File: config.mk
export PLATFORM = sky130hd
export DESIGN_NAME = rect_line_glyph_span_rasterizer_core
export DESIGN_NICKNAME = d
export VERILOG_FILES = /design/src/design/rlg_pkg.sv /design/src/design/rlg_rom.sv /design/src/design/rect_line_glyph_span_rasterizer_core.sv
export SDC_FILE = /design/constraint.sdc
export NUM_CORES = 1
export LEC_CHECK = 0
export BUFFER_PORTS_ARGS = -buffer_cell sky130_fd_sc_hd__buf_4
export CELL_PAD_IN_SITES_DETAIL_PLACEMENT = 2
export CELL_PAD_IN_SITES_GLOBAL_PLACEMENT = 2
export CORE_MARGIN = 3
export CORE_UTILIZATION = 35
export CTS_BUF_LIST = sky130_fd_sc_hd__clkbuf_4 sky130_fd_sc_hd__clkbuf_8 sky130_fd_sc_hd__clkbuf_16
export CTS_CLUSTER_SIZE = 16
export DETAILED_ROUTE_END_ITERATION = 12
export GPL_TIMING_DRIVEN = 0
export PLACE_DENSITY = 0.8
export SLEW_MARGIN = 20
export SYNTH_ARGS = -nofsm -noshare
export SYNTH_HDL_FRONTEND = slang
export SYNTH_HIERARCHICAL = 1
export SYNTH_SLANG_ARGS = --single-unit
File: constraint.sdc
create_clock -name clk_i -period 7.4 [get_ports clk_i]
set_clock_uncertainty 0.05 [all_clocks]
set_input_delay 0.74 -clock clk_i [delete_from_list [all_inputs] [get_ports clk_i]]
set_output_delay 0.74 -clock clk_i [all_outputs]
set_load 0.01 [all_outputs]
File: src/design/rlg_pkg.sv
// Package with shared types, constants and the glyph ROM of the span rasteriser.
`timescale 1ns / 1ps
`default_nettype none
package rlg_pkg;

  localparam int unsigned MaxHeight = 32;
  localparam int unsigned MaxWidth  = 128;
  localparam int unsigned GlyphRows = 7;
  localparam int unsigned RomSize   = 31;
  localparam int unsigned RomDepth  = 32;
  localparam int unsigned RomAddrW  = $clog2(RomDepth * 8);

  typedef enum logic [2:0] {
    MODE_FILL    = 3'd0,
    MODE_OUTLINE = 3'd1,
    MODE_HLINE   = 3'd2,
    MODE_VLINE   = 3'd3,
    MODE_GLYPH   = 3'd4
  } mode_e;

  typedef enum logic [2:0] {
    ST_IDLE,
    ST_SHAPE,
    ST_GREQ,
    ST_GROW,
    ST_GSCAN
  } state_e;

  // Code bytes of the glyph set, in ROM order.
  function automatic logic [7:0] rom_code(input logic [4:0] idx);
    logic [7:0] c;
    unique case (idx)
      5'd0: c = 8'h20;  5'd1: c = 8'h2D;  5'd2: c = 8'h21;
      5'd3: c = 8'h30;  5'd4: c = 8'h31;  5'd5: c = 8'h32;
      5'd6: c = 8'h33;  5'd7: c = 8'h34;  5'd8: c = 8'h35;
      5'd9: c = 8'h36;  5'd10: c = 8'h37; 5'd11: c = 8'h38;
      5'd12: c = 8'h39; 5'd13: c = 8'h41; 5'd14: c = 8'h43;
      5'd15: c = 8'h44; 5'd16: c = 8'h45; 5'd17: c = 8'h47;
      5'd18: c = 8'h48; 5'd19: c = 8'h49; 5'd20: c = 8'h4C;
      5'd21: c = 8'h4D; 5'd22: c = 8'h4E; 5'd23: c = 8'h4F;
      5'd24: c = 8'h50; 5'd25: c = 8'h52; 5'd26: c = 8'h53;
      5'd27: c = 8'h54; 5'd28: c = 8'h55; 5'd29: c = 8'h56;
      5'd30: c = 8'h59;
      default: c = 8'h00;
    endcase
    return c;
  endfunction

  // Packed glyph rows, row 0 in the low five bits; bit 4 is the leftmost column.
  function automatic logic [34:0] rom_glyph(input logic [4:0] idx);
    logic [34:0] g;
    unique case (idx)
      5'd0:  g = {5'h00,5'h00,5'h00,5'h00,5'h00,5'h00,5'h00};
      5'd1:  g = {5'h00,5'h00,5'h00,5'h0E,5'h00,5'h00,5'h00};
      5'd2:  g = {5'h04,5'h00,5'h04,5'h04,5'h04,5'h04,5'h04};
      5'd3:  g = {5'h0E,5'h11,5'h19,5'h15,5'h13,5'h11,5'h0E};
      5'd4:  g = {5'h0E,5'h04,5'h04,5'h04,5'h04,5'h0C,5'h04};
      5'd5:  g = {5'h1F,5'h08,5'h04,5'h02,5'h01,5'h11,5'h0E};
      5'd6:  g = {5'h0E,5'h11,5'h01,5'h06,5'h01,5'h11,5'h0E};
      5'd7:  g = {5'h02,5'h02,5'h1F,5'h12,5'h0A,5'h06,5'h02};
      5'd8:  g = {5'h0E,5'h11,5'h01,5'h01,5'h1E,5'h10,5'h1F};
      5'd9:  g = {5'h0E,5'h11,5'h11,5'h1E,5'h10,5'h10,5'h0E};
      5'd10: g = {5'h08,5'h08,5'h08,5'h04,5'h02,5'h01,5'h1F};
      5'd11: g = {5'h0E,5'h11,5'h11,5'h0E,5'h11,5'h11,5'h0E};
      5'd12: g = {5'h0E,5'h01,5'h01,5'h0F,5'h11,5'h11,5'h0E};
      5'd13: g = {5'h11,5'h11,5'h11,5'h1F,5'h11,5'h11,5'h0E};
      5'd14: g = {5'h0E,5'h11,5'h10,5'h10,5'h10,5'h11,5'h0E};
      5'd15: g = {5'h1C,5'h12,5'h11,5'h11,5'h11,5'h12,5'h1C};
      5'd16: g = {5'h1F,5'h10,5'h10,5'h1E,5'h10,5'h10,5'h1F};
      5'd17: g = {5'h0E,5'h11,5'h11,5'h17,5'h10,5'h11,5'h0E};
      5'd18: g = {5'h11,5'h11,5'h11,5'h1F,5'h11,5'h11,5'h11};
      5'd19: g = {5'h0E,5'h04,5'h04,5'h04,5'h04,5'h04,5'h0E};
      5'd20: g = {5'h1F,5'h10,5'h10,5'h10,5'h10,5'h10,5'h10};
      5'd21: g = {5'h11,5'h11,5'h11,5'h15,5'h15,5'h1B,5'h11};
      5'd22: g = {5'h11,5'h11,5'h13,5'h15,5'h15,5'h19,5'h11};
      5'd23: g = {5'h0E,5'h11,5'h11,5'h11,5'h11,5'h11,5'h0E};
      5'd24: g = {5'h10,5'h10,5'h10,5'h1E,5'h11,5'h11,5'h1E};
      5'd25: g = {5'h11,5'h12,5'h14,5'h1E,5'h11,5'h11,5'h1E};
      5'd26: g = {5'h1E,5'h01,5'h01,5'h0E,5'h10,5'h10,5'h0F};
      5'd27: g = {5'h04,5'h04,5'h04,5'h04,5'h04,5'h04,5'h1F};
      5'd28: g = {5'h0E,5'h11,5'h11,5'h11,5'h11,5'h11,5'h11};
      5'd29: g = {5'h04,5'h0A,5'h11,5'h11,5'h11,5'h11,5'h11};
      5'd30: g = {5'h04,5'h04,5'h04,5'h04,5'h0A,5'h11,5'h11};
      default: g = '0;
    endcase
    return g;
  endfunction

endpackage
`default_nettype wire

File: src/design/rlg_rom.sv
// Glyph ROM: one row of five pixels per word, registered read.
`timescale 1ns / 1ps
`default_nettype none
module rlg_rom (
  input  wire logic                         clk_i,
  input  wire logic [rlg_pkg::RomAddrW-1:0] addr_i,
  output logic      [4:0]                   data_o
);

  localparam int unsigned RomAddrLocal = rlg_pkg::RomAddrW;

  logic [4:0] data_q;

  // Address is {glyph index, row}; rows beyond the glyph read as blank.
  always_ff @(posedge clk_i) begin
    logic [34:0] g;
    g = rlg_pkg::rom_glyph(addr_i[RomAddrLocal-1:3]);
    if (addr_i[2:0] < 3'd7) begin
      data_q <= g[5*addr_i[2:0] +: 5];
    end else begin
      data_q <= '0;
    end
  end

  assign data_o = data_q;

endmodule
`default_nettype wire

File: src/design/rect_line_glyph_span_rasterizer_core.sv
// Top level of the rectangle, line and glyph span rasteriser.
`timescale 1ns / 1ps
`default_nettype none
// Channel   | Direction | Handshake           | Payload
// command   | in        | start_i / busy_o    | mode, x, y, width, height, char_code, color
// run       | out       | run_valid_o strobe  | row, start_col, run_length, pixel_color, last
//
// One run leaves per cycle for rectangles and lines; a 32-row outline wider than two
// pixels makes 62 runs. A glyph reads the glyph ROM one row at a time: each row passes
// the request and row states for the registered ROM port, then the scan state steps
// over each blank column ahead of a run and emits each run, or ends an empty row at
// once; the held run then drains after the last row.
// Reset clears the control state only. The receiver cannot stall; busy_o holds
// off new commands until the last run has left.
module rect_line_glyph_span_rasterizer_core (
  input  wire logic       clk_i,
  input  wire logic       rst_ni,
  input  wire logic       start_i,
  output logic            busy_o,
  input  wire logic [2:0] mode_i,
  input  wire logic signed [7:0] x_i,
  input  wire logic signed [6:0] y_i,
  input  wire logic [7:0] width_i,
  input  wire logic [5:0] height_i,
  input  wire logic [7:0] char_code_i,
  input  wire logic [7:0] color_i,
  output logic            run_valid_o,
  output logic signed [7:0] row_o,
  output logic signed [8:0] start_col_o,
  output logic [7:0]      run_length_o,
  output logic [7:0]      pixel_color_o,
  output logic            last_o
);

  rlg_pkg::state_e state_q, state_d;
  logic [2:0]  mode_q;
  logic signed [7:0] x_q;
  logic signed [6:0] y_q;
  logic [7:0]  w_q;
  logic [5:0]  h_q;
  logic [7:0]  color_q;
  logic [4:0]  gidx_q;
  logic [5:0]  j_q, j_d;
  logic        side_q, side_d;
  logic [4:0]  bits_q, bits_d;
  logic [2:0]  col_q, col_d;
  logic [4:0]  rom_data;

  // Emission register.
  logic        ov_q, ov_d, last_q, last_d;
  logic signed [7:0] row_q, row_d;
  logic signed [8:0] scol_q, scol_d;
  logic [7:0]  len_q, len_d;

  // Command decode and glyph lookup.
  logic [7:0]  w_sat;
  logic [5:0]  h_sat;
  logic [7:0]  code_f;
  logic        g_hit;
  logic [4:0]  g_idx;
  logic        accept;

  assign accept = start_i && !busy_o;
  assign w_sat  = (width_i > 8'(rlg_pkg::MaxWidth)) ? 8'(rlg_pkg::MaxWidth) : width_i;
  assign h_sat  = (height_i > 6'(rlg_pkg::MaxHeight)) ? 6'(rlg_pkg::MaxHeight) : height_i;

  always_comb begin
    code_f = char_code_i;
    if (char_code_i >= 8'h61 && char_code_i <= 8'h7A) begin
      code_f = char_code_i - 8'h20;
    end
    g_hit = 1'b0;
    g_idx = '0;
    for (int i = 0; i < rlg_pkg::RomSize; i++) begin
      if (rlg_pkg::rom_code(5'(i)) == code_f) begin
        g_hit = 1'b1;
        g_idx = 5'(i);
      end
    end
  end

  rlg_rom u_rom (
    .clk_i  (clk_i),
    .addr_i ({gidx_q, j_q[2:0]}),
    .data_o (rom_data)
  );

  // State register.
  always_ff @(posedge clk_i or negedge rst_ni) begin
    if (!rst_ni) begin
      state_q <= rlg_pkg::ST_IDLE;
      ov_q    <= 1'b0;
    end else begin
      state_q <= state_d;
      ov_q    <= ov_d;
    end
  end

  // Command and run registers.
  always_ff @(posedge clk_i) begin
    if (accept) begin
      mode_q  <= mode_i;
      x_q     <= x_i;
      y_q     <= y_i;
      w_q     <= w_sat;
      h_q     <= h_sat;
      color_q <= color_i;
      gidx_q  <= g_idx;
    end
    j_q    <= j_d;
    side_q <= side_d;
    bits_q <= bits_d;
    col_q  <= col_d;
    row_q  <= row_d;
    scol_q <= scol_d;
    len_q  <= len_d;
    last_q <= last_d;
  end

  // Next state and run generation.
  always_comb begin
    logic [5:0] hm1;
    logic [2:0] e;
    logic       more;
    state_d = state_q;
    j_d = j_q; side_d = side_q; bits_d = bits_q; col_d = col_q;
    ov_d = 1'b0; row_d = row_q; scol_d = scol_q; len_d = len_q; last_d = 1'b0;
    hm1 = h_q - 6'd1;
    e = col_q;
    more = 1'b0;
    unique case (state_q)
      rlg_pkg::ST_IDLE: begin
        j_d = '0; side_d = 1'b0;
        if (accept) begin
          unique case (mode_i)
            rlg_pkg::MODE_FILL, rlg_pkg::MODE_OUTLINE:
              state_d = (w_sat != 0 && h_sat != 0) ? rlg_pkg::ST_SHAPE : rlg_pkg::ST_IDLE;
            rlg_pkg::MODE_HLINE:
              state_d = (w_sat != 0) ? rlg_pkg::ST_SHAPE : rlg_pkg::ST_IDLE;
            rlg_pkg::MODE_VLINE:
              state_d = (h_sat != 0) ? rlg_pkg::ST_SHAPE : rlg_pkg::ST_IDLE;
            rlg_pkg::MODE_GLYPH:
              state_d = g_hit ? rlg_pkg::ST_GREQ : rlg_pkg::ST_IDLE;
            default: state_d = rlg_pkg::ST_IDLE;
          endcase
        end
      end
      rlg_pkg::ST_SHAPE: begin
        ov_d  = 1'b1;
        row_d = 8'(y_q) + 8'(j_q);
        scol_d = 9'(x_q);
        len_d = w_q;
        j_d = j_q + 6'd1;
        unique case (mode_q)
          rlg_pkg::MODE_HLINE: last_d = 1'b1;
          rlg_pkg::MODE_VLINE: begin
            len_d = 8'd1;
            last_d = (j_q == hm1);
          end
          rlg_pkg::MODE_OUTLINE: begin
            last_d = (j_q == hm1);
            if (j_q != 0 && j_q != hm1 && w_q > 8'd2) begin
              len_d = 8'd1;
              if (side_q) begin
                scol_d = 9'(x_q) + 9'(w_q) - 9'd1;
                side_d = 1'b0;
              end else begin
                side_d = 1'b0 | 1'b1;
                j_d = j_q;
              end
            end
          end
          default: last_d = (j_q == hm1);
        endcase
        if (last_d) state_d = rlg_pkg::ST_IDLE;
      end
      rlg_pkg::ST_GREQ: begin
        // ROM address for row j_q is presented this cycle.
        state_d = rlg_pkg::ST_GROW;
      end
      rlg_pkg::ST_GROW: begin
        bits_d = rom_data;
        col_d = '0;
        state_d = rlg_pkg::ST_GSCAN;
      end
      rlg_pkg::ST_GSCAN: begin
        // Find the next run within the row from col_q.
        priority if (col_q > 3'd4 || (bits_q & (5'h1F >> col_q)) == 0) begin
          e = 3'd5;
        end else if (!bits_q[3'd4 - col_q]) begin
          col_d = col_q + 3'd1;
          e = col_q;
        end else begin
          e = col_q;
          for (int k = 0; k < 5; k++) begin
            if (32'(e) == k && e < 3'd5 && bits_q[3'd4 - e]) e = e + 3'd1;
          end
          ov_d = 1'b1;
          row_d = 8'(y_q) + 8'(j_q);
          scol_d = 9'(x_q) + 9'(col_q);
          len_d = 8'(e - col_q);
          col_d = e;
          more = (e < 3'd5) && ((bits_q & (5'h1F >> e)) != 0);
        end
        if (e == 3'd5 || (ov_d && !more)) begin
          // Row finished: on the last glyph row, the run emitted here, if any, is the last.
          if (j_q == 6'd6) begin
            last_d = ov_d;
            state_d = rlg_pkg::ST_IDLE;
          end else begin
            j_d = j_q + 6'd1;
            state_d = rlg_pkg::ST_GREQ;
          end
        end
      end
      default: state_d = rlg_pkg::ST_IDLE;
    endcase
  end

  // Runs are held back one run so the final one can carry the last flag.
  logic        hv_q;
  logic signed [7:0] hrow_q;
  logic signed [8:0] hcol_q;
  logic [7:0]  hlen_q;
  logic [7:0]  hcolor_q;
  logic        hlast_q;
  logic        cmd_end;

  // The glyph's command ends when the scanner returns to idle.
  assign cmd_end = (state_q == rlg_pkg::ST_IDLE) && (mode_q == rlg_pkg::MODE_GLYPH);

  always_ff @(posedge clk_i or negedge rst_ni) begin
    if (!rst_ni) begin
      hv_q <= 1'b0;
    end else if (ov_q) begin
      hv_q <= 1'b1;
    end else if (hv_q && (hlast_q || cmd_end)) begin
      hv_q <= 1'b0;
    end
  end

  always_ff @(posedge clk_i) begin
    if (ov_q) begin
      hrow_q <= row_q; hcol_q <= scol_q; hlen_q <= len_q;
      hcolor_q <= color_q; hlast_q <= last_q;
    end
  end

  assign run_valid_o   = hv_q && (ov_q || hlast_q || cmd_end);
  assign row_o         = hrow_q;
  assign start_col_o   = hcol_q;
  assign run_length_o  = hlen_q;
  assign pixel_color_o = hcolor_q;
  assign last_o        = hlast_q || (!ov_q && cmd_end);
  assign busy_o        = (state_q != rlg_pkg::ST_IDLE) || ov_q || hv_q;

  // A run never leaves with zero length.
  assert property (@(posedge clk_i) disable iff (!rst_ni)
    run_valid_o |-> run_length_o != 8'd0) else $error("zero-length run");
  // No command is taken while runs are pending.
  assert property (@(posedge clk_i) disable iff (!rst_ni)
    hv_q |-> busy_o) else $error("accept while runs pending");
  // After the last run the block drains to idle.
  assert property (@(posedge clk_i) disable iff (!rst_ni)
    (run_valid_o && last_o) |=> !hv_q) else $error("runs after last");

endmodule
`default_nettype wire
==> flow_summary.json <==
{
  "intPower_uw": 2650,
  "final_nets": 1213,
  "clkLatencyLatePin_ns": 0.45,
  "final_common_cell": "buf_4",
  "portBuffers": 83,
  "ir_worst_vdd_v": 0.0002045,
  "yosys-top-cells-area": "edfxtp_1 40%, ha_1 7.1%, inv_1 3.4%",
  "drt_iter0_drc": 792,
  "pwr-share-clk_pct": 17.6,
  "mostFrequentLayoutCells": "149 x buf_4, 119 x edfxtp_1, 76 x inv_1",
  "netlist_area_um2": 9034,
  "dieArea_um2": 27770,
  "yosysTopAreaCell": "edfxtp_1",
  "async_reset_ff_share_pct": 3.846,
  "synth_top_flop_cell": "edfxtp_1",
  "grt_pass1_wl_mm": 56.79,
  "dp_hpwl_mm": 24.75,
  "slowest_delay_ns": 0.56,
  "synth_edf_count": 119,
  "layout_setup_ws_ns": -0.2147,
  "place_congestion": 0.8979,
  "hold_violations": 0,
  "critPathSlowestCell": "fa_2",
  "slew_viol_final": 0,
  "cts.path.max_buffers": 2,
  "cp_common_cell": "ha_4",
  "drive_above_1_share_pct": 27.41,
  "rr_worst_depth": 36,
  "syn_to_final_growth_pct": 30.66,
  "worst_pin_slew_ns": 1.131,
  "cts_root_buf": "clkbuf_16",
  "synth-seq-cells": 130,
  "drt_first_pass_iters": 7,
  "cp_data_required_time_ns": 7.46,
  "grtUsageMet1_pct": 32.18,
  "grtUsageTotal_pct": 26.36,
  "cts_tree": "yes",
  "dieWidth_um": 166.7,
  "antenna_left": 0,
  "p_leak_uw": 0.004631,
  "slew_headroom_pct": 24.10,
  "synth_top_area_share_pct": 39.56,
  "fin_util_pct": 46.74,
  "violations": "negative setup slack",
  "h-tree-depth": 4,
  "ios": 87,
  "cts_buffers": 17,
  "clkSinkCount": 130,
  "synth_warnings": 6,
  "grt_use_met2_pct": 46.84,
  "p_seq_share_pct": 27.2,
  "core-area_um2": 25250,
  "globalRouteOverflowTotal": 0,
  "fmax_mhz": 131.3,
  "grt_max_degree": 21,
  "critPathLaunchType": "flop",
  "antenna_found_initial": 0,
  "endpoint_kind": "flop",
  "pwr_density_cell_nw_per_um2": 402.5,
  "combPwrFrac_pct": 55.2,
  "num_vias": 8703,
  "avgRoutedWirePerCell_um": 27.96,
  "clk_pin_slew_ns": 0.07,
  "syn_nets": 1046,
  "wirelength_mm": 40.55,
  "status": "complete, but fails checks",
  "syn_avg_cell_area_um2": 9.610,
  "fin_crit_sh_pct": 102.9,
  "switching_share_pct": 44.21,
  "gr-max-usage-layer": "met2",
  "die_y_um": 166.7,
  "rsz0062_at_grt": "true",
  "min_path_type": "in -> async",
  "grt_util_met3_pct": 4.534,
  "drt_drc_violations_left": 0,
  "via_per_inst": 6.002,
  "critPathMaxFanout": 7,
  "maxCapViolCount": 0,
  "period_minus_slack_ns": 7.615,
  "finalSetupViolCount": 15,
  "num_rows": 58,
  "syn_inst": 940,
  "synth_seq_area_share_pct": 42.27,
  "synthDistinctLibCells": 94,
  "cp.arrival_ns": 7.68,
  "start_util_pct": 35.77,
  "grt_pass1_vias": 9183,
  "n_antenna_cell": 0,
  "power_switching_uw": 2100,
  "place_ws_ns": -1.656,
  "critPathKind": "reg -> reg"
}
==> layer usage <==
| layer | part of all wire [%] | up-vias |
|---|---|---|
| met3 | 4.9 | 111 |
| li1 | - | 3819 |
| met2 | 52 | 337 |
| met5 | 0 | - |
| met4 | 3.9 | 0 |
| met1 | 39 | 4436 |
==> critical path: cells and delay by family (launching register included) <==
family | cells | cell delay, ns
simple gates | 6 | 1.41
buf+inv | 10 | 1.12
fa+ha+maj | 7 | 2.00
mux | 1 | 0.29
compound gates | 12 | 1.90
flops | 1 | 0.47
==> stage by stage <==
step | total power (uW) | cells | hold slack (ns) | setup TNS [ns] | instance area [um2]
after floorplan | 2448 | 940 | 0.3355 | 0 | 9050
after global routing | 4958 | 1450 | 0.03325 | -4.748 | 11800
after detailed placement | 3188 | 1357 | 0.3404 | -26.60 | 10220
after global placement | 2988 | 1353 | 0.3367 | -22.09 | 10090
final | 4751 | 1450 | 0.05179 | -2.068 | 11800
after CTS | 4286 | 1408 | 0.03963 | -0.005423 | 11230
==> cell type report <==
cell class | count | area (um2)
Multi-Input combinational cell | 674 | 5154
Clock inverter | 14 | 131.4
Tap cell | 330 | 412.9
Timing Repair Buffer | 148 | 1191
Clock buffer | 18 | 432.9
Sequential cell | 130 | 3820
Buffer | 50 | 315.3
Inverter | 86 | 346.6
Fill cell | 2665 | 13450
==> cell usage after synthesis (6+ instances only) <==
cell type  number
edfxtp_1      119
inv_1          81
nor2_1         68
nand2_1        67
a21oi_1        60
ha_1           51
o21ai_0        51
nor2b_1        36
clkbuf_1       22
nand3_1        21
nor3_1         20
a211oi_1       19
nand2b_1       17
a31oi_1        16
buf_2          16
xnor2_1        13
xor2_1         13
mux2i_1        11
o22ai_1        11
a21o_1          9
a22oi_1         8
nand4_1         8
and2_1          7
nor4_1          7
o31ai_1         7
a21boi_0        6
and3_1          6
buf_4           6
dfxtp_1         6
o2111ai_1       6
==> cells by family (layout without fill, tap and decap cells) <==
family	count (synthesis)	count (layout)	synth area share (%)
simple gates	288	288	16.29
xor+xnor	26	26	2.521
compound gates	288	288	22.44
fa+ha+maj	55	55	7.950
flops	130	130	42.27
mux	17	17	2.050
buf+inv	136	316	6.482
==> registers in the layout, indices dropped and copies added, names as in the netlist <==
signal         count
color_q            8
len_q              8
pixel_color_o      8
start_col_o        9
row_q              8
gidx_q             5
j_q                6
col_q              3
state_q            3
y_q                7
h_q                6
u_rom/data_o       5
mode_q             3
bits_q             5
run_length_o       8
w_q                8
hlast_q            1
last_q             1
side_q             1
scol_q             9
row_o              8
ov_q               1
x_q                8
hv_q               1
==> path summary, 6_finish.rpt <==
kind                       endpoint     start  slack, ns
hold / removal                 ov_q    rst_ni       0.05
min in group clk_i          hlast_q    last_q       0.37
setup reg to reg           len_q[1]  col_q[0]      -0.21
max in group asynchronous      ov_q    rst_ni       7.10
setup / recovery           len_q[1]  col_q[0]      -0.21
hold reg to reg             hlast_q    last_q       0.37
==> power by group through the flow <==
stage	clock network [uW]	registers, uW	logic, uW
after floorplan	0	1270	1180
after global placement	0	1290	1700
after detailed placement	0	1300	1890
after CTS	841	1290	2160
after global routing	873	1310	2770
final	836	1290	2620
==> timing repair <==
action,4_1_cts,5_1_grt
gates resized for setup,66,56
hold buffers,0,0
endpoints found under the setup margin,20,20
buffers inserted,19,42
pin swaps,10,34
(Power assumes the default switching activity.)
